## src/rtl/pi_auto_exposure_gain_macros.svh

```systemverilog
// assertion macros for the auto exposure and gain controller
// expects i_clk and i_rst_n in the scope where a macro is used
`ifndef PI_AUTO_EXPOSURE_GAIN_MACROS_SVH
`define PI_AUTO_EXPOSURE_GAIN_MACROS_SVH

`ifndef SYNTHESIS

// same-cycle implication, checked out of reset
`define PIAEG_ASSERT_IMP(lbl, pre, post) \
    lbl: assert property (@(posedge i_clk) disable iff (!i_rst_n) (pre) |-> (post)) \
        else $error("piaeg: same-cycle check failed");

// next-cycle implication, checked out of reset
`define PIAEG_ASSERT_NEXT(lbl, pre, post) \
    lbl: assert property (@(posedge i_clk) disable iff (!i_rst_n) (pre) |=> (post)) \
        else $error("piaeg: next-cycle check failed");

`else

`define PIAEG_ASSERT_IMP(lbl, pre, post)
`define PIAEG_ASSERT_NEXT(lbl, pre, post)

`endif

`endif

```

## src/rtl/piaeg_pkg.sv

```systemverilog
// shared types, constants and microprogram for the auto exposure and gain controller
// no dependencies
`timescale 1ns / 1ps
`default_nettype none

package piaeg_pkg;

    // datapath widths
    localparam int ERR_W     = 17;   // signed target minus brightness
    localparam int A_W       = 34;   // wide multiplier operand, adjustment, factor
    localparam int B_W       = 17;   // narrow multiplier operand
    localparam int P_W       = 51;   // product
    localparam int V_W       = 32;   // scaled value before clamping
    localparam int INT_SUM_W = 18;   // integral plus step before clamping
    localparam int CFG_IDX_W = 3;
    localparam int STEP_W    = 4;
    localparam int MODE_W    = 3;

    // fixed-point constants
    localparam logic signed [A_W-1:0] ONE_Q20 = A_W'(1048576);
    localparam logic signed [P_W-1:0] BIAS16  = P_W'(65535);
    localparam logic signed [P_W-1:0] BIAS20  = P_W'(1048575);
    localparam logic [B_W-1:0] STEP_FAST = B_W'(9830);   // 0.15 in q0.16
    localparam logic [B_W-1:0] STEP_MID  = B_W'(6554);   // 0.10
    localparam logic [B_W-1:0] STEP_SLOW = B_W'(3277);   // 0.05
    localparam logic signed [INT_SUM_W-1:0] INT_LIMIT     = INT_SUM_W'(12800);
    localparam logic signed [INT_SUM_W-1:0] INT_LIMIT_NEG = -INT_SUM_W'(12800);
    localparam logic [15:0] EXP_KNEE   = 16'd10000;
    localparam logic [15:0] GAIN_KNEE  = 16'd16384;  // 4.0
    localparam logic [15:0] GAIN_DROP  = 16'd6144;   // 1.5
    localparam logic [15:0] GAIN_FLOOR = 16'd4096;   // 1.0
    localparam logic [15:0] BASE_OFFSET = 16'd256;   // 1.0 in q8.8

    // state and register reset values
    localparam logic [15:0] RST_EXPOSURE  = 16'd5000;
    localparam logic [15:0] RST_GAIN      = 16'd8192;
    localparam logic [15:0] RST_TARGET    = 16'd20480;
    localparam logic [15:0] RST_TOLERANCE = 16'd2048;
    localparam logic [15:0] RST_KP        = 16'd2048;
    localparam logic [15:0] RST_KI        = 16'd410;
    localparam logic [15:0] RST_HI_GAIN   = 16'd24576;
    localparam logic [15:0] RST_MIN_EXP   = 16'd100;
    localparam logic [15:0] RST_MAX_EXP   = 16'd20000;
    localparam logic [15:0] RST_MAX_GAIN  = 16'd32768;

    // register indexes
    localparam logic [CFG_IDX_W-1:0] REG_TARGET    = 3'd0;
    localparam logic [CFG_IDX_W-1:0] REG_TOLERANCE = 3'd1;
    localparam logic [CFG_IDX_W-1:0] REG_KP        = 3'd2;
    localparam logic [CFG_IDX_W-1:0] REG_KI        = 3'd3;
    localparam logic [CFG_IDX_W-1:0] REG_HI_GAIN   = 3'd4;
    localparam logic [CFG_IDX_W-1:0] REG_MIN_EXP   = 3'd5;
    localparam logic [CFG_IDX_W-1:0] REG_MAX_EXP   = 3'd6;
    localparam logic [CFG_IDX_W-1:0] REG_MAX_GAIN  = 3'd7;

    typedef struct packed {
        logic [15:0] target;
        logic [15:0] tolerance;
        logic [15:0] kp;
        logic [15:0] ki;
        logic [15:0] hi_gain_thr;
        logic [15:0] min_exp;
        logic [15:0] max_exp;
        logic [15:0] gain_ceil;
    } t_cfg;

    // multiplier operand selects
    localparam logic [2:0] MUL_NONE       = 3'd0;
    localparam logic [2:0] MUL_KP_ERR     = 3'd1;
    localparam logic [2:0] MUL_KI_INT     = 3'd2;
    localparam logic [2:0] MUL_ERR_STEP   = 3'd3;
    localparam logic [2:0] MUL_ADJ_C      = 3'd4;
    localparam logic [2:0] MUL_OLD_FACTOR = 3'd5;

    // datapath operations
    localparam logic [3:0] OP_NOP      = 4'd0;
    localparam logic [3:0] OP_CAPTURE  = 4'd1;
    localparam logic [3:0] OP_BAND     = 4'd2;
    localparam logic [3:0] OP_ADJ_LOAD = 4'd3;
    localparam logic [3:0] OP_ADJ_ADD  = 4'd4;
    localparam logic [3:0] OP_PLAN     = 4'd5;
    localparam logic [3:0] OP_FACTOR   = 4'd6;
    localparam logic [3:0] OP_APPLY    = 4'd7;
    localparam logic [3:0] OP_FLAG     = 4'd8;
    localparam logic [3:0] OP_OUT      = 4'd9;

    // sequencer conditions
    localparam logic [2:0] C_NEXT     = 3'd0;
    localparam logic [2:0] C_WAIT_IN  = 3'd1;   // hold until a transaction arrives, then jump
    localparam logic [2:0] C_WAIT_OUT = 3'd2;   // hold while the result slot is blocked, then jump
    localparam logic [2:0] C_IN_BAND  = 3'd3;
    localparam logic [2:0] C_NO_PLAN  = 3'd4;

    // program steps
    localparam logic [STEP_W-1:0] S_IDLE   = 4'd0;
    localparam logic [STEP_W-1:0] S_BAND   = 4'd1;
    localparam logic [STEP_W-1:0] S_KP     = 4'd2;
    localparam logic [STEP_W-1:0] S_KI     = 4'd3;
    localparam logic [STEP_W-1:0] S_ISTEP  = 4'd4;
    localparam logic [STEP_W-1:0] S_PLAN   = 4'd5;
    localparam logic [STEP_W-1:0] S_SCALE  = 4'd6;
    localparam logic [STEP_W-1:0] S_FACTOR = 4'd7;
    localparam logic [STEP_W-1:0] S_MULOLD = 4'd8;
    localparam logic [STEP_W-1:0] S_APPLY  = 4'd9;
    localparam logic [STEP_W-1:0] S_FLAG   = 4'd10;
    localparam logic [STEP_W-1:0] S_OUT    = 4'd11;

    // update plans
    localparam logic [MODE_W-1:0] M_NONE       = 3'd0;
    localparam logic [MODE_W-1:0] M_EXP_KNEE   = 3'd1;  // dark, exposure up to the knee
    localparam logic [MODE_W-1:0] M_GAIN_KNEE  = 3'd2;  // dark, gain up to 4.0
    localparam logic [MODE_W-1:0] M_EXP_MID    = 3'd3;  // dark, exposure up to max
    localparam logic [MODE_W-1:0] M_GAIN_TOP   = 3'd4;  // dark, gain up to max gain
    localparam logic [MODE_W-1:0] M_GAIN_FLOOR = 3'd5;  // bright, gain down to 1.0
    localparam logic [MODE_W-1:0] M_EXP_FAST   = 3'd6;  // bright, exposure down

    typedef struct packed {
        logic [2:0]        mul_sel;
        logic [3:0]        op;
        logic [2:0]        cond;
        logic [STEP_W-1:0] tgt;
    } t_uword;

    typedef struct packed {
        logic [2:0] mul_sel;
        logic [3:0] op;
        logic       fire;
    } t_dp_ctl;

    typedef struct packed {
        logic in_band;
        logic no_plan;
        logic out_busy;
    } t_dp_stat;

    function automatic t_uword uprog(input logic [STEP_W-1:0] step);
        t_uword w;
        unique case (step)
            S_IDLE:   w = '{mul_sel: MUL_NONE,       op: OP_CAPTURE,  cond: C_WAIT_IN,  tgt: S_BAND};
            S_BAND:   w = '{mul_sel: MUL_NONE,       op: OP_BAND,     cond: C_IN_BAND,  tgt: S_OUT};
            S_KP:     w = '{mul_sel: MUL_KP_ERR,     op: OP_NOP,      cond: C_NEXT,     tgt: S_IDLE};
            S_KI:     w = '{mul_sel: MUL_KI_INT,     op: OP_ADJ_LOAD, cond: C_NEXT,     tgt: S_IDLE};
            S_ISTEP:  w = '{mul_sel: MUL_ERR_STEP,   op: OP_ADJ_ADD,  cond: C_NEXT,     tgt: S_IDLE};
            S_PLAN:   w = '{mul_sel: MUL_NONE,       op: OP_PLAN,     cond: C_NEXT,     tgt: S_IDLE};
            S_SCALE:  w = '{mul_sel: MUL_ADJ_C,      op: OP_NOP,      cond: C_NO_PLAN,  tgt: S_FLAG};
            S_FACTOR: w = '{mul_sel: MUL_NONE,       op: OP_FACTOR,   cond: C_NEXT,     tgt: S_IDLE};
            S_MULOLD: w = '{mul_sel: MUL_OLD_FACTOR, op: OP_NOP,      cond: C_NEXT,     tgt: S_IDLE};
            S_APPLY:  w = '{mul_sel: MUL_NONE,       op: OP_APPLY,    cond: C_NEXT,     tgt: S_IDLE};
            S_FLAG:   w = '{mul_sel: MUL_NONE,       op: OP_FLAG,     cond: C_NEXT,     tgt: S_IDLE};
            S_OUT:    w = '{mul_sel: MUL_NONE,       op: OP_OUT,      cond: C_WAIT_OUT, tgt: S_IDLE};
            default:  w = '{mul_sel: MUL_NONE,       op: OP_NOP,      cond: C_WAIT_OUT, tgt: S_IDLE};
        endcase
        return w;
    endfunction

endpackage

`default_nettype wire

```

## src/rtl/piaeg_cfg.sv

```systemverilog
// configuration register bank for the auto exposure and gain controller
// depends on piaeg_pkg
`timescale 1ns / 1ps
`default_nettype none

module piaeg_cfg (
    input  wire                              i_clk,
    input  wire                              i_rst_n,
    input  wire                              i_cfg_we,
    input  wire [piaeg_pkg::CFG_IDX_W-1:0]   i_cfg_index,
    input  wire [15:0]                       i_cfg_data,
    output piaeg_pkg::t_cfg                  o_cfg
);
    import piaeg_pkg::*;

    t_cfg r_cfg;

    always_ff @(posedge i_clk) begin
        if (!i_rst_n) begin
            r_cfg.target      <= RST_TARGET;
            r_cfg.tolerance   <= RST_TOLERANCE;
            r_cfg.kp          <= RST_KP;
            r_cfg.ki          <= RST_KI;
            r_cfg.hi_gain_thr <= RST_HI_GAIN;
            r_cfg.min_exp     <= RST_MIN_EXP;
            r_cfg.max_exp     <= RST_MAX_EXP;
            r_cfg.gain_ceil   <= RST_MAX_GAIN;
        end else if (i_cfg_we) begin
            unique case (i_cfg_index)
                REG_TARGET:    r_cfg.target      <= i_cfg_data;
                REG_TOLERANCE: r_cfg.tolerance   <= i_cfg_data;
                REG_KP:        r_cfg.kp          <= i_cfg_data;
                REG_KI:        r_cfg.ki          <= i_cfg_data;
                REG_HI_GAIN:   r_cfg.hi_gain_thr <= i_cfg_data;
                REG_MIN_EXP:   r_cfg.min_exp     <= i_cfg_data;
                REG_MAX_EXP:   r_cfg.max_exp     <= i_cfg_data;
                REG_MAX_GAIN:  r_cfg.gain_ceil   <= i_cfg_data;
                default:       r_cfg.target      <= r_cfg.target;
            endcase
        end
    end

    assign o_cfg = r_cfg;

endmodule

`default_nettype wire

```

## src/rtl/piaeg_seq.sv

```systemverilog
// microcode sequencer: step counter, program rom lookup and jump logic
// depends on piaeg_pkg
`timescale 1ns / 1ps
`default_nettype none

module piaeg_seq (
    input  wire                    i_clk,
    input  wire                    i_rst_n,
    input  wire                    i_in_valid,
    input  piaeg_pkg::t_dp_stat    i_stat,
    output piaeg_pkg::t_dp_ctl     o_ctl,
    output logic                   o_busy
);
    import piaeg_pkg::*;

    logic [STEP_W-1:0] r_step;
    logic [STEP_W-1:0] n_step;
    t_uword            w_uw;
    logic              w_hold;
    logic              w_take;

    assign w_uw = uprog(r_step);

    always_comb begin
        w_hold = ((w_uw.cond == C_WAIT_IN) && !i_in_valid) ||
                 ((w_uw.cond == C_WAIT_OUT) && i_stat.out_busy);
        unique case (w_uw.cond)
            C_NEXT:     w_take = 1'b0;
            C_WAIT_IN:  w_take = 1'b1;
            C_WAIT_OUT: w_take = 1'b1;
            C_IN_BAND:  w_take = i_stat.in_band;
            C_NO_PLAN:  w_take = i_stat.no_plan;
            default:    w_take = 1'b0;
        endcase
        priority if (w_hold) begin
            n_step = r_step;
        end else if (w_take) begin
            n_step = w_uw.tgt;
        end else begin
            n_step = r_step + 1'b1;
        end
    end

    always_ff @(posedge i_clk) begin
        if (!i_rst_n) begin
            r_step <= S_IDLE;
        end else begin
            r_step <= n_step;
        end
    end

    assign o_ctl.mul_sel = w_uw.mul_sel;
    assign o_ctl.op      = w_uw.op;
    assign o_ctl.fire    = !w_hold;
    assign o_busy        = (r_step != S_IDLE);

endmodule

`default_nettype wire

```

## src/rtl/piaeg_dp.sv

```systemverilog
// datapath: shared multiplier, pi accumulator, integral, exposure and gain state, result register
// depends on piaeg_pkg, driven by piaeg_seq
`timescale 1ns / 1ps
`default_nettype none

module piaeg_dp (
    input  wire                    i_clk,
    input  wire                    i_rst_n,
    input  piaeg_pkg::t_cfg        i_cfg,
    input  piaeg_pkg::t_dp_ctl     i_ctl,
    input  wire [15:0]             i_mean_brightness,
    input  wire                    i_out_stall,
    output piaeg_pkg::t_dp_stat    o_stat,
    output logic                   o_out_valid,
    output logic [15:0]            o_exposure_time,
    output logic [15:0]            o_analogue_gain,
    output logic                   o_noise_reduction,
    output logic                   o_adjusted
);
    import piaeg_pkg::*;

    function automatic logic signed [V_W-1:0] ext32(input logic [15:0] x);
        return {{(V_W-16){1'b0}}, x};
    endfunction

    function automatic logic [15:0] sat_u16(input logic signed [V_W-1:0] v);
        logic [15:0] res;
        priority if (v < 0) begin
            res = 16'd0;
        end else if (v > ext32(16'hFFFF)) begin
            res = 16'hFFFF;
        end else begin
            res = v[15:0];
        end
        return res;
    endfunction

    // state
    logic [15:0]              r_exposure;
    logic [15:0]              r_gain;
    logic signed [15:0]       r_integ;
    logic                     r_noise;

    // working registers
    logic signed [ERR_W-1:0]  r_err;
    logic [15:0]              r_bright;
    logic                     r_adjusted;
    logic signed [A_W-1:0]    r_adj;
    logic signed [A_W-1:0]    r_factor;
    logic signed [P_W-1:0]    r_prod;
    logic [MODE_W-1:0]        r_mode;

    // result register
    logic                     r_out_valid;
    logic [15:0]              r_out_exp;
    logic [15:0]              r_out_gain;
    logic                     r_out_noise;
    logic                     r_out_adj;

    logic signed [A_W-1:0]    w_a;
    logic signed [B_W-1:0]    w_b;
    logic [B_W-1:0]           w_c;
    logic [15:0]              w_old;
    logic signed [P_W-1:0]    w_prod;
    logic signed [P_W-1:0]    w_bias16, w_bias20;
    logic signed [P_W-1:0]    w_sum16, w_sum20;
    logic signed [P_W-1:0]    w_q16, w_q20;
    logic [ERR_W-1:0]         w_mag;
    logic signed [INT_SUM_W-1:0] w_isum;
    logic signed [15:0]       w_integ_new;
    logic [21:0]              w_lhs, w_b21, w_b19;
    logic [16:0]              w_base;
    logic                     w_dark, w_light;
    logic [MODE_W-1:0]        w_mode;
    logic signed [V_W-1:0]    w_v;
    logic signed [V_W-1:0]    w_ehi, w_et, w_eclamp;
    logic signed [V_W-1:0]    w_g;
    logic [15:0]              w_exp_new, w_gain_new;
    logic                     w_is_exp;

    // step constant and old value follow the plan
    always_comb begin
        unique case (r_mode)
            M_EXP_KNEE, M_EXP_FAST: w_c = STEP_FAST;
            M_GAIN_TOP:             w_c = STEP_SLOW;
            default:                w_c = STEP_MID;
        endcase
    end

    assign w_is_exp = (r_mode == M_EXP_KNEE) || (r_mode == M_EXP_MID) ||
                      (r_mode == M_EXP_FAST);
    assign w_old    = w_is_exp ? r_exposure : r_gain;

    // operand select for the shared multiplier
    always_comb begin
        unique case (i_ctl.mul_sel)
            MUL_KP_ERR: begin
                w_a = {{(A_W-ERR_W){r_err[ERR_W-1]}}, r_err};
                w_b = {1'b0, i_cfg.kp};
            end
            MUL_KI_INT: begin
                w_a = {{(A_W-16){r_integ[15]}}, r_integ};
                w_b = {1'b0, i_cfg.ki};
            end
            MUL_ERR_STEP: begin
                w_a = {{(A_W-ERR_W){r_err[ERR_W-1]}}, r_err};
                w_b = STEP_MID;
            end
            MUL_ADJ_C: begin
                w_a = r_adj;
                w_b = w_c;
            end
            MUL_OLD_FACTOR: begin
                w_a = r_factor;
                w_b = {1'b0, w_old};
            end
            default: begin
                w_a = '0;
                w_b = '0;
            end
        endcase
    end

    assign w_prod = w_a * w_b;

    // quotients by 2^16 and 2^20, truncated toward zero
    assign w_bias16 = r_prod[P_W-1] ? BIAS16 : '0;
    assign w_bias20 = r_prod[P_W-1] ? BIAS20 : '0;
    assign w_sum16  = r_prod + w_bias16;
    assign w_sum20  = r_prod + w_bias20;
    assign w_q16    = w_sum16 >>> 16;
    assign w_q20    = w_sum20 >>> 20;

    // dead band
    assign w_mag = r_err[ERR_W-1] ? (~r_err + 1'b1) : r_err;

    // integral step and clamp
    assign w_isum = {{(INT_SUM_W-16){r_integ[15]}}, r_integ} + w_q16[INT_SUM_W-1:0];
    always_comb begin
        priority if (w_isum > INT_LIMIT) begin
            w_integ_new = INT_LIMIT[15:0];
        end else if (w_isum < INT_LIMIT_NEG) begin
            w_integ_new = INT_LIMIT_NEG[15:0];
        end else begin
            w_integ_new = w_isum[15:0];
        end
    end

    // brightness ratio against 1.05 and 0.95, exact in integers
    assign w_lhs   = 22'({i_cfg.target, 4'b0}) + 22'({i_cfg.target, 2'b0});
    assign w_base  = {1'b0, r_bright} + {1'b0, BASE_OFFSET};
    assign w_b21   = 22'({w_base, 4'b0}) + 22'({w_base, 2'b0}) + 22'(w_base);
    assign w_b19   = 22'({w_base, 4'b0}) + 22'({w_base, 1'b0}) + 22'(w_base);
    assign w_dark  = w_lhs > w_b21;
    assign w_light = w_lhs < w_b19;

    always_comb begin
        priority if (w_dark) begin
            priority if (r_exposure < EXP_KNEE) begin
                w_mode = M_EXP_KNEE;
            end else if (r_gain < GAIN_KNEE) begin
                w_mode = M_GAIN_KNEE;
            end else if (r_exposure < i_cfg.max_exp) begin
                w_mode = M_EXP_MID;
            end else begin
                w_mode = M_GAIN_TOP;
            end
        end else if (w_light) begin
            w_mode = (r_gain > GAIN_DROP) ? M_GAIN_FLOOR : M_EXP_FAST;
        end else begin
            w_mode = M_NONE;
        end
    end

    // clamping of the scaled value
    assign w_v       = w_q20[V_W-1:0];
    assign w_ehi     = ext32((r_mode == M_EXP_KNEE) ? EXP_KNEE : i_cfg.max_exp);
    assign w_et      = (w_v > w_ehi) ? w_ehi : w_v;
    assign w_eclamp  = (w_et < ext32(i_cfg.min_exp)) ? ext32(i_cfg.min_exp) : w_et;
    assign w_exp_new = w_eclamp[15:0];

    always_comb begin
        unique case (r_mode)
            M_GAIN_KNEE:  w_g = (w_v > ext32(GAIN_KNEE)) ? ext32(GAIN_KNEE) : w_v;
            M_GAIN_TOP:   w_g = (w_v > ext32(i_cfg.gain_ceil)) ? ext32(i_cfg.gain_ceil) : w_v;
            M_GAIN_FLOOR: w_g = (w_v < ext32(GAIN_FLOOR)) ? ext32(GAIN_FLOOR) : w_v;
            default:      w_g = w_v;
        endcase
    end
    assign w_gain_new = sat_u16(w_g);

    // working registers, no reset needed
    always_ff @(posedge i_clk) begin
        if (i_ctl.fire) begin
            if (i_ctl.mul_sel != MUL_NONE) begin
                r_prod <= w_prod;
            end
            unique case (i_ctl.op)
                OP_CAPTURE: begin
                    r_err    <= {1'b0, i_cfg.target} - {1'b0, i_mean_brightness};
                    r_bright <= i_mean_brightness;
                end
                OP_BAND:     r_adjusted <= !(w_mag < {1'b0, i_cfg.tolerance});
                OP_ADJ_LOAD: r_adj      <= r_prod[A_W-1:0];
                OP_ADJ_ADD:  r_adj      <= r_adj + r_prod[A_W-1:0];
                OP_PLAN:     r_mode     <= w_mode;
                OP_FACTOR:   r_factor   <= ONE_Q20 + w_q16[A_W-1:0];
                OP_OUT: begin
                    r_out_exp   <= r_exposure;
                    r_out_gain  <= r_gain;
                    r_out_noise <= r_noise;
                    r_out_adj   <= r_adjusted;
                end
                default: ;
            endcase
        end
    end

    // controller state and result valid
    always_ff @(posedge i_clk) begin
        if (!i_rst_n) begin
            r_exposure  <= RST_EXPOSURE;
            r_gain      <= RST_GAIN;
            r_integ     <= '0;
            r_noise     <= 1'b0;
            r_out_valid <= 1'b0;
        end else begin
            if (i_ctl.fire && (i_ctl.op == OP_PLAN)) begin
                r_integ <= w_integ_new;
            end
            if (i_ctl.fire && (i_ctl.op == OP_APPLY)) begin
                if (w_is_exp) begin
                    r_exposure <= w_exp_new;
                end else begin
                    r_gain <= w_gain_new;
                end
            end
            if (i_ctl.fire && (i_ctl.op == OP_FLAG)) begin
                r_noise <= (r_gain >= i_cfg.hi_gain_thr);
            end
            if (i_ctl.fire && (i_ctl.op == OP_OUT)) begin
                r_out_valid <= 1'b1;
            end else if (!i_out_stall) begin
                r_out_valid <= 1'b0;
            end
        end
    end

    assign o_stat.in_band  = w_mag < {1'b0, i_cfg.tolerance};
    assign o_stat.no_plan  = (r_mode == M_NONE);
    assign o_stat.out_busy = r_out_valid && i_out_stall;

    assign o_out_valid       = r_out_valid;
    assign o_exposure_time   = r_out_exp;
    assign o_analogue_gain   = r_out_gain;
    assign o_noise_reduction = r_out_noise;
    assign o_adjusted        = r_out_adj;

endmodule

`default_nettype wire

```

## src/rtl/pi_auto_exposure_gain.sv

```systemverilog
// pi auto exposure and gain controller, top level
// ties together piaeg_cfg, piaeg_seq and piaeg_dp; uses piaeg_pkg and the assertion macros
//
// usage
//   input channel: one mean frame brightness (q8.8) per transaction on i_in_valid / o_in_stall
//   output channel: exposure, gain, noise flag and adjusted flag on o_out_valid / i_out_stall
//   config port: i_cfg_we writes i_cfg_data into register i_cfg_index; the user must write
//     only while no transaction is in flight, the block itself does not enforce it
//   the 12-step microprogram runs the shared multiplier in a separate step for each
//     product in the pi update, and a new transaction is taken only at its idle step
//   o_in_stall is high after the accept until the program returns to its idle step
//   the result sits in an output register, so a stalled result does not block the
//     computation; only the final step waits for the slot to free up
//   reset (synchronous, active low) loads the default registers, exposure 5000 us,
//     gain 2.0, zero integral, noise flag clear, and empties the output register
`timescale 1ns / 1ps
`default_nettype none
`include "pi_auto_exposure_gain_macros.svh"

module pi_auto_exposure_gain (
    input  wire                              i_clk,
    input  wire                              i_rst_n,
    // brightness input channel
    input  wire                              i_in_valid,
    output logic                             o_in_stall,
    input  wire [15:0]                       i_mean_brightness,
    // result channel
    output logic                             o_out_valid,
    input  wire                              i_out_stall,
    output logic [15:0]                      o_exposure_time,
    output logic [15:0]                      o_analogue_gain,
    output logic                             o_noise_reduction,
    output logic                             o_adjusted,
    // configuration write port
    input  wire                              i_cfg_we,
    input  wire [piaeg_pkg::CFG_IDX_W-1:0]   i_cfg_index,
    input  wire [15:0]                       i_cfg_data
);
    import piaeg_pkg::*;

    t_cfg     w_cfg;
    t_dp_ctl  w_ctl;
    t_dp_stat w_stat;
    logic     w_busy;

    // register bank; the user must write it only while idle, the block does not enforce it
    piaeg_cfg u_cfg (
        .i_clk       (i_clk),
        .i_rst_n     (i_rst_n),
        .i_cfg_we    (i_cfg_we),
        .i_cfg_index (i_cfg_index),
        .i_cfg_data  (i_cfg_data),
        .o_cfg       (w_cfg)
    );

    // step counter and program rom; takes branches on datapath status
    piaeg_seq u_seq (
        .i_clk      (i_clk),
        .i_rst_n    (i_rst_n),
        .i_in_valid (i_in_valid),
        .i_stat     (w_stat),
        .o_ctl      (w_ctl),
        .o_busy     (w_busy)
    );

    // arithmetic, controller state and output register
    piaeg_dp u_dp (
        .i_clk             (i_clk),
        .i_rst_n           (i_rst_n),
        .i_cfg             (w_cfg),
        .i_ctl             (w_ctl),
        .i_mean_brightness (i_mean_brightness),
        .i_out_stall       (i_out_stall),
        .o_stat            (w_stat),
        .o_out_valid       (o_out_valid),
        .o_exposure_time   (o_exposure_time),
        .o_analogue_gain   (o_analogue_gain),
        .o_noise_reduction (o_noise_reduction),
        .o_adjusted        (o_adjusted)
    );

    // input is taken only at the idle step
    assign o_in_stall = w_busy;

    // an accepted transaction always starts the program
    `PIAEG_ASSERT_NEXT(a_busy_after_accept, i_in_valid && !o_in_stall, o_in_stall)
    // a new result only appears after the program has run
    `PIAEG_ASSERT_IMP(a_result_after_work, $rose(o_out_valid), $past(o_in_stall))
    // at the idle step the datapath does nothing but capture
    `PIAEG_ASSERT_IMP(a_idle_only_capture, !o_in_stall && w_ctl.fire, w_ctl.op == OP_CAPTURE)

endmodule

`default_nettype wire
```

## config.mk

```make
export PLATFORM = sky130hd
export DESIGN_NAME = pi_auto_exposure_gain
export DESIGN_NICKNAME = d
export VERILOG_FILES = /design/src/rtl/piaeg_pkg.sv /design/src/rtl/piaeg_cfg.sv /design/src/rtl/piaeg_seq.sv /design/src/rtl/piaeg_dp.sv /design/src/rtl/pi_auto_exposure_gain.sv
export VERILOG_INCLUDE_DIRS = /design/src /design/src/rtl
export SDC_FILE = /design/constraint.sdc
export NUM_CORES = 2
export LEC_CHECK = 0
export BUFFER_PORTS_ARGS = -buffer_cell sky130_fd_sc_hd__clkbuf_2
export CAP_MARGIN = 25
export CORE_MARGIN = 10
export CORE_UTILIZATION = 55
export DETAILED_ROUTE_END_ITERATION = 7
export PLACE_DENSITY = 0.75
export RECOVER_POWER = 100
export SYNTH_ARGS = -nofsm -noshare
export SYNTH_HDL_FRONTEND = slang
export SYNTH_SLANG_ARGS = --single-unit
```

## constraint.sdc

```tcl
create_clock -name i_clk -period 18.95 [get_ports i_clk]
set_input_delay 3.79 -clock i_clk [delete_from_list [all_inputs] [get_ports i_clk]]
set_output_delay 3.79 -clock i_clk [all_outputs]
set_load 0.01 [all_outputs]
```

==> summary.json <==
{
  "cts_sinks": {"value": 383},
  "rsz0062_at_grt": {"value": "false"},
  "vias": {"value": 38620},
  "floorplan.core_area": {"value": 0.08237, "unit": "mm²"},
  "hold_viol": {"value": 0},
  "clk_latency_worst_skew_pair": {"value": 0.60, "unit": "ns"},
  "place.detailed.hpwl": {"value": 106500, "unit": "µm"},
  "stdcell_count": {"value": 6393},
  "drt-wirelength-per-cell": {"value": 21.67, "unit": "µm"},
  "layout.filler_cells": {"value": 7168},
  "most_common_library_cells_after_synthesis": {"value": "sky130_fd_sc_hd__inv_1, sky130_fd_sc_hd__nand2_1, sky130_fd_sc_hd__fa_1, sky130_fd_sc_hd__ha_1, sky130_fd_sc_hd__nor2_1"},
  "layout.area.seq": {"value": 0.009569, "unit": "mm²"},
  "mappedNetlistArea": {"value": 0.04592, "unit": "mm²"},
  "final_core_util": {"value": 0.5891},
  "route.detailed.drc": {"value": 0},
  "numPortBuffers": {"value": 75},
  "critPathArrivalTime": {"value": 10.88, "unit": "ns"},
  "fmax": {"value": 94.81, "unit": "MHz"},
  "power_density": {"value": 120.0, "unit": "mW/mm²"},
  "crit_path_max_fanout": {"value": 34},
  "via_count_of_the_first_global_routing_pass": {"value": 38710},
  "post-route-min-period": {"value": 10.55, "unit": "ns"},
  "clkTransAtPathRegs": {"value": 0.06, "unit": "ns"},
  "syn-instance-count": {"value": 5321},
  "tritoncts": {"value": "yes"},
  "detail-route-antenna-nets": {"value": 0},
  "yosys_register_bits": {"value": 383},
  "synth.area.top_cells": {"value": "sky130_fd_sc_hd__fa_1, sky130_fd_sc_hd__edfxtp_1, sky130_fd_sc_hd__ha_1"},
  "starting_density": {"value": 0.5574},
  "grt_pass1_wl": {"value": 219000, "unit": "µm"},
  "post-layout-total-power": {"value": 5824, "unit": "µW"},
  "timing.critical_path.required": {"value": 19.28, "unit": "ns"},
  "cts_buffers": {"value": 43},
  "core.rowCount": {"value": 105},
  "yosysTopAreaCellShare": {"value": 0.2376},
  "synthMostInstantiatedCell": {"value": "sky130_fd_sc_hd__inv_1"},
  "layout_worst_path_cycle_share": {"value": 0.5566},
  "globalRouteTotalUtil": {"value": 0.2924},
  "ir_drop": {"value": 123.5, "unit": "µV"},
  "max-clock-path-buffers": {"value": 3},
  "cap_viol_max_count": {"value": 10},
  "final_max_slew_viol_count": {"value": 481},
  "skew": {"value": 0.02412, "unit": "ns"},
  "postCtsSetupBuffers": {"value": 0},
  "cts-resized-gates": {"value": 0},
  "antenna_violations_before_repair": {"value": 4},
  "fin_setup_tns": {"value": 0, "unit": "ns"},
  "worstSetupEndpointType": {"value": "flop"},
  "maximum_level_of_the_cts_h_tree": {"value": 2},
  "yosys_most_used_dff": {"value": "sky130_fd_sc_hd__dfxtp_1"},
  "dieArea": {"value": 0.09544, "unit": "mm²"},
  "largest_net_degree_at_the_start_of_global_routing": {"value": 70},
  "synth_area_per_cell": {"value": 8.629, "unit": "µm²"},
  "static-leakage-power": {"value": 0.02173, "unit": "µW"},
  "cts_hold_repair.buffers": {"value": 0},
  "wirelength": {"value": 138500, "unit": "µm"},
  "synth_edf_count": {"value": 190},
  "setup.worst_path.class": {"value": "flop to flop"},
  "async_reset_ff_frac": {"value": 0},
  "final_layout_size_suffix_gt1_frac": {"value": 0.03627},
  "synth.lib_cells_used.distinct": {"value": 104},
  "relSlewSlack": {"value": -1.348},
  "multi_input_area": {"value": 0.03232, "unit": "mm²"},
  "synth.yosys.seq_area_share": {"value": 0.2084},
  "num_io_pins": {"value": 76},
  "run_status": {"value": "finished with violations"},
  "gp_congestion": {"value": 0.9694},
  "gr-total-overflow": {"value": 0},
  "die_w": {"value": 308.9, "unit": "µm"},
  "drt_first_iter_violations": {"value": 3814},
  "flow.area_growth_from_synthesis": {"value": 5.687, "unit": "%"},
  "post-synth-top-area-cell": {"value": "sky130_fd_sc_hd__fa_1"},
  "failed_checks": {"value": "max-capacitance violations, max-slew violations"},
  "cts_root_buffer": {"value": "sky130_fd_sc_hd__clkbuf_16"},
  "worst-slew-pin-transition": {"value": 3.522, "unit": "ns"},
  "drtPass1Iterations": {"value": 6},
  "fin_nets": {"value": 6276},
  "cp-start-kind": {"value": "flop"},
  "die_height": {"value": 308.9, "unit": "µm"},
  "synth-warning-count": {"value": 0},
  "finalSetupViolCount": {"value": 0},
  "worstHoldPathType": {"value": "flop to flop"},
  "number_of_placed_instances_taps_included": {"value": 6308},
  "synth_nets": {"value": 6310},
  "post_drt_via_cell_ratio": {"value": 6.041}
}
-- worst paths after layout --
| kind | slack [ns] | to | cells after the start | start |
|---|---|---|---|---|
| max | 8.40 | u_dp.r_prod[46] | 23 | u_seq.w_uw[11] |
| min | 0.42 | u_dp.o_adjusted | 0 | u_dp.r_adjusted |
| max reg2reg | 8.40 | u_dp.r_prod[46] | 23 | u_seq.w_uw[11] |
| min reg2reg | 0.42 | u_dp.o_adjusted | 0 | u_dp.r_adjusted |
-- flip-flops by register name (all words and copies together), names as in the netlist, 3 cells and up --
name,flops
u_dp.o_exposure_time,16
u_dp.r_bright,16
u_cfg.o_cfg,128
u_dp.r_gain,16
u_dp.r_err,17
u_dp.r_integ,16
u_seq.r_step,4
u_dp.r_prod,51
u_dp.r_exposure,16
u_dp.r_factor,34
u_dp.r_adj,34
u_dp.r_mode,3
u_dp.o_analogue_gain,16
u_seq.w_uw,11
-- placed cells by master (no fill, tap or decap), drive strengths merged, types with 35 or more instances in the layout --
cell type | netlist | final
and2 | 41 | 41
nand2b | 52 | 52
buf | 30 | 44
nand3 | 94 | 94
edfxtp | 190 | 190
mux2i | 35 | 35
nor3 | 77 | 77
xor2 | 76 | 76
a21oi | 302 | 302
and3 | 36 | 36
xnor2 | 143 | 143
o21a | 48 | 48
clkbuf | 184 | 146
dfxtp | 193 | 193
nor2b | 42 | 42
ha | 404 | 404
a21o | 94 | 94
o21ai | 182 | 182
nor2 | 375 | 375
nand4 | 46 | 46
inv | 848 | 855
nand2 | 835 | 835
a221o | 40 | 40
fa | 545 | 545
-- area by class of cell --
type,instances,share of cell area
Tap cell,1070,0.02759
Timing Repair Buffer,135,0.01459
Antenna cell,2,0.0001031
Inverter,851,0.06585
Clock buffer,55,0.02486
Sequential cell,383,0.1972
Clock inverter,24,0.003842
Multi-Input combinational cell,3873,0.6660
-- cells by family (layout without fill, tap and decap cells) --
kind of cell | after synthesis | after routing | share of synthesized area
xor gates and xnor gates | 219 | 219 | 0.04194
AOI/OAI and AO/OA | 980 | 980 | 0.1437
DFF | 383 | 383 | 0.2084
and+or+nand+nor | 1685 | 1685 | 0.1613
muxes | 38 | 38 | 0.008366
buffers and inverters | 1065 | 1065 | 0.08815
adders and majority gates | 951 | 951 | 0.3482
other | 0 | 2 | 0
-- worst max-delay path, cell delays in order, from the launching register on --
cell                        delay [ns]
sky130_fd_sc_hd__dfxtp_1          0.69
sky130_fd_sc_hd__nor2b_1          0.69
sky130_fd_sc_hd__nand2_1          0.68
sky130_fd_sc_hd__o21ai_0          0.37
sky130_fd_sc_hd__clkbuf_1         1.68
sky130_fd_sc_hd__nand2_1          0.88
sky130_fd_sc_hd__fa_1             0.76
sky130_fd_sc_hd__inv_1            0.05
sky130_fd_sc_hd__fa_1             0.47
sky130_fd_sc_hd__fa_1             0.49
sky130_fd_sc_hd__inv_1            0.05
sky130_fd_sc_hd__fa_1             0.61
sky130_fd_sc_hd__inv_1            0.06
sky130_fd_sc_hd__ha_1             0.35
sky130_fd_sc_hd__and3_1           0.30
sky130_fd_sc_hd__and3_1           0.19
sky130_fd_sc_hd__o2111ai_1        0.26
sky130_fd_sc_hd__nand3_1          0.19
sky130_fd_sc_hd__o311ai_0         0.31
sky130_fd_sc_hd__o21ai_0          0.45
sky130_fd_sc_hd__o21ai_0          0.26
sky130_fd_sc_hd__o21ai_0          0.20
sky130_fd_sc_hd__a21oi_1          0.10
sky130_fd_sc_hd__xnor2_1          0.13
-- layer usage --
layer	up-vias	share of wire	routed length, µm	track usage
li1	17500	-	-	-
met1	18960	0.41	56540	0.3949
met2	1795	0.46	63550	0.4693
met3	370	0.089	12270	0.04236
met4	0	0.045	6177	0.1190
met5	-	0	0	0
-- stage by stage --
step / area, µm² / hold WS, ns / setup WS, ns
after global routing: 48520 / 0.4398 / 7.664
final: 48530 / 0.4231 / 8.402
after floorplan: 45920 / 0.3995 / 10.50
after detailed placement: 47310 / 0.4066 / 9.166
after global placement: 47270 / 0.4029 / 9.314
after CTS: 48700 / 0.4213 / 9.130
-- power by group --
group          internal [µW]  switching (µW)
clock                    470             373
combinational           1380            2290
sequential              1070             235
Note: power is estimated with default switching activity, not from simulation.
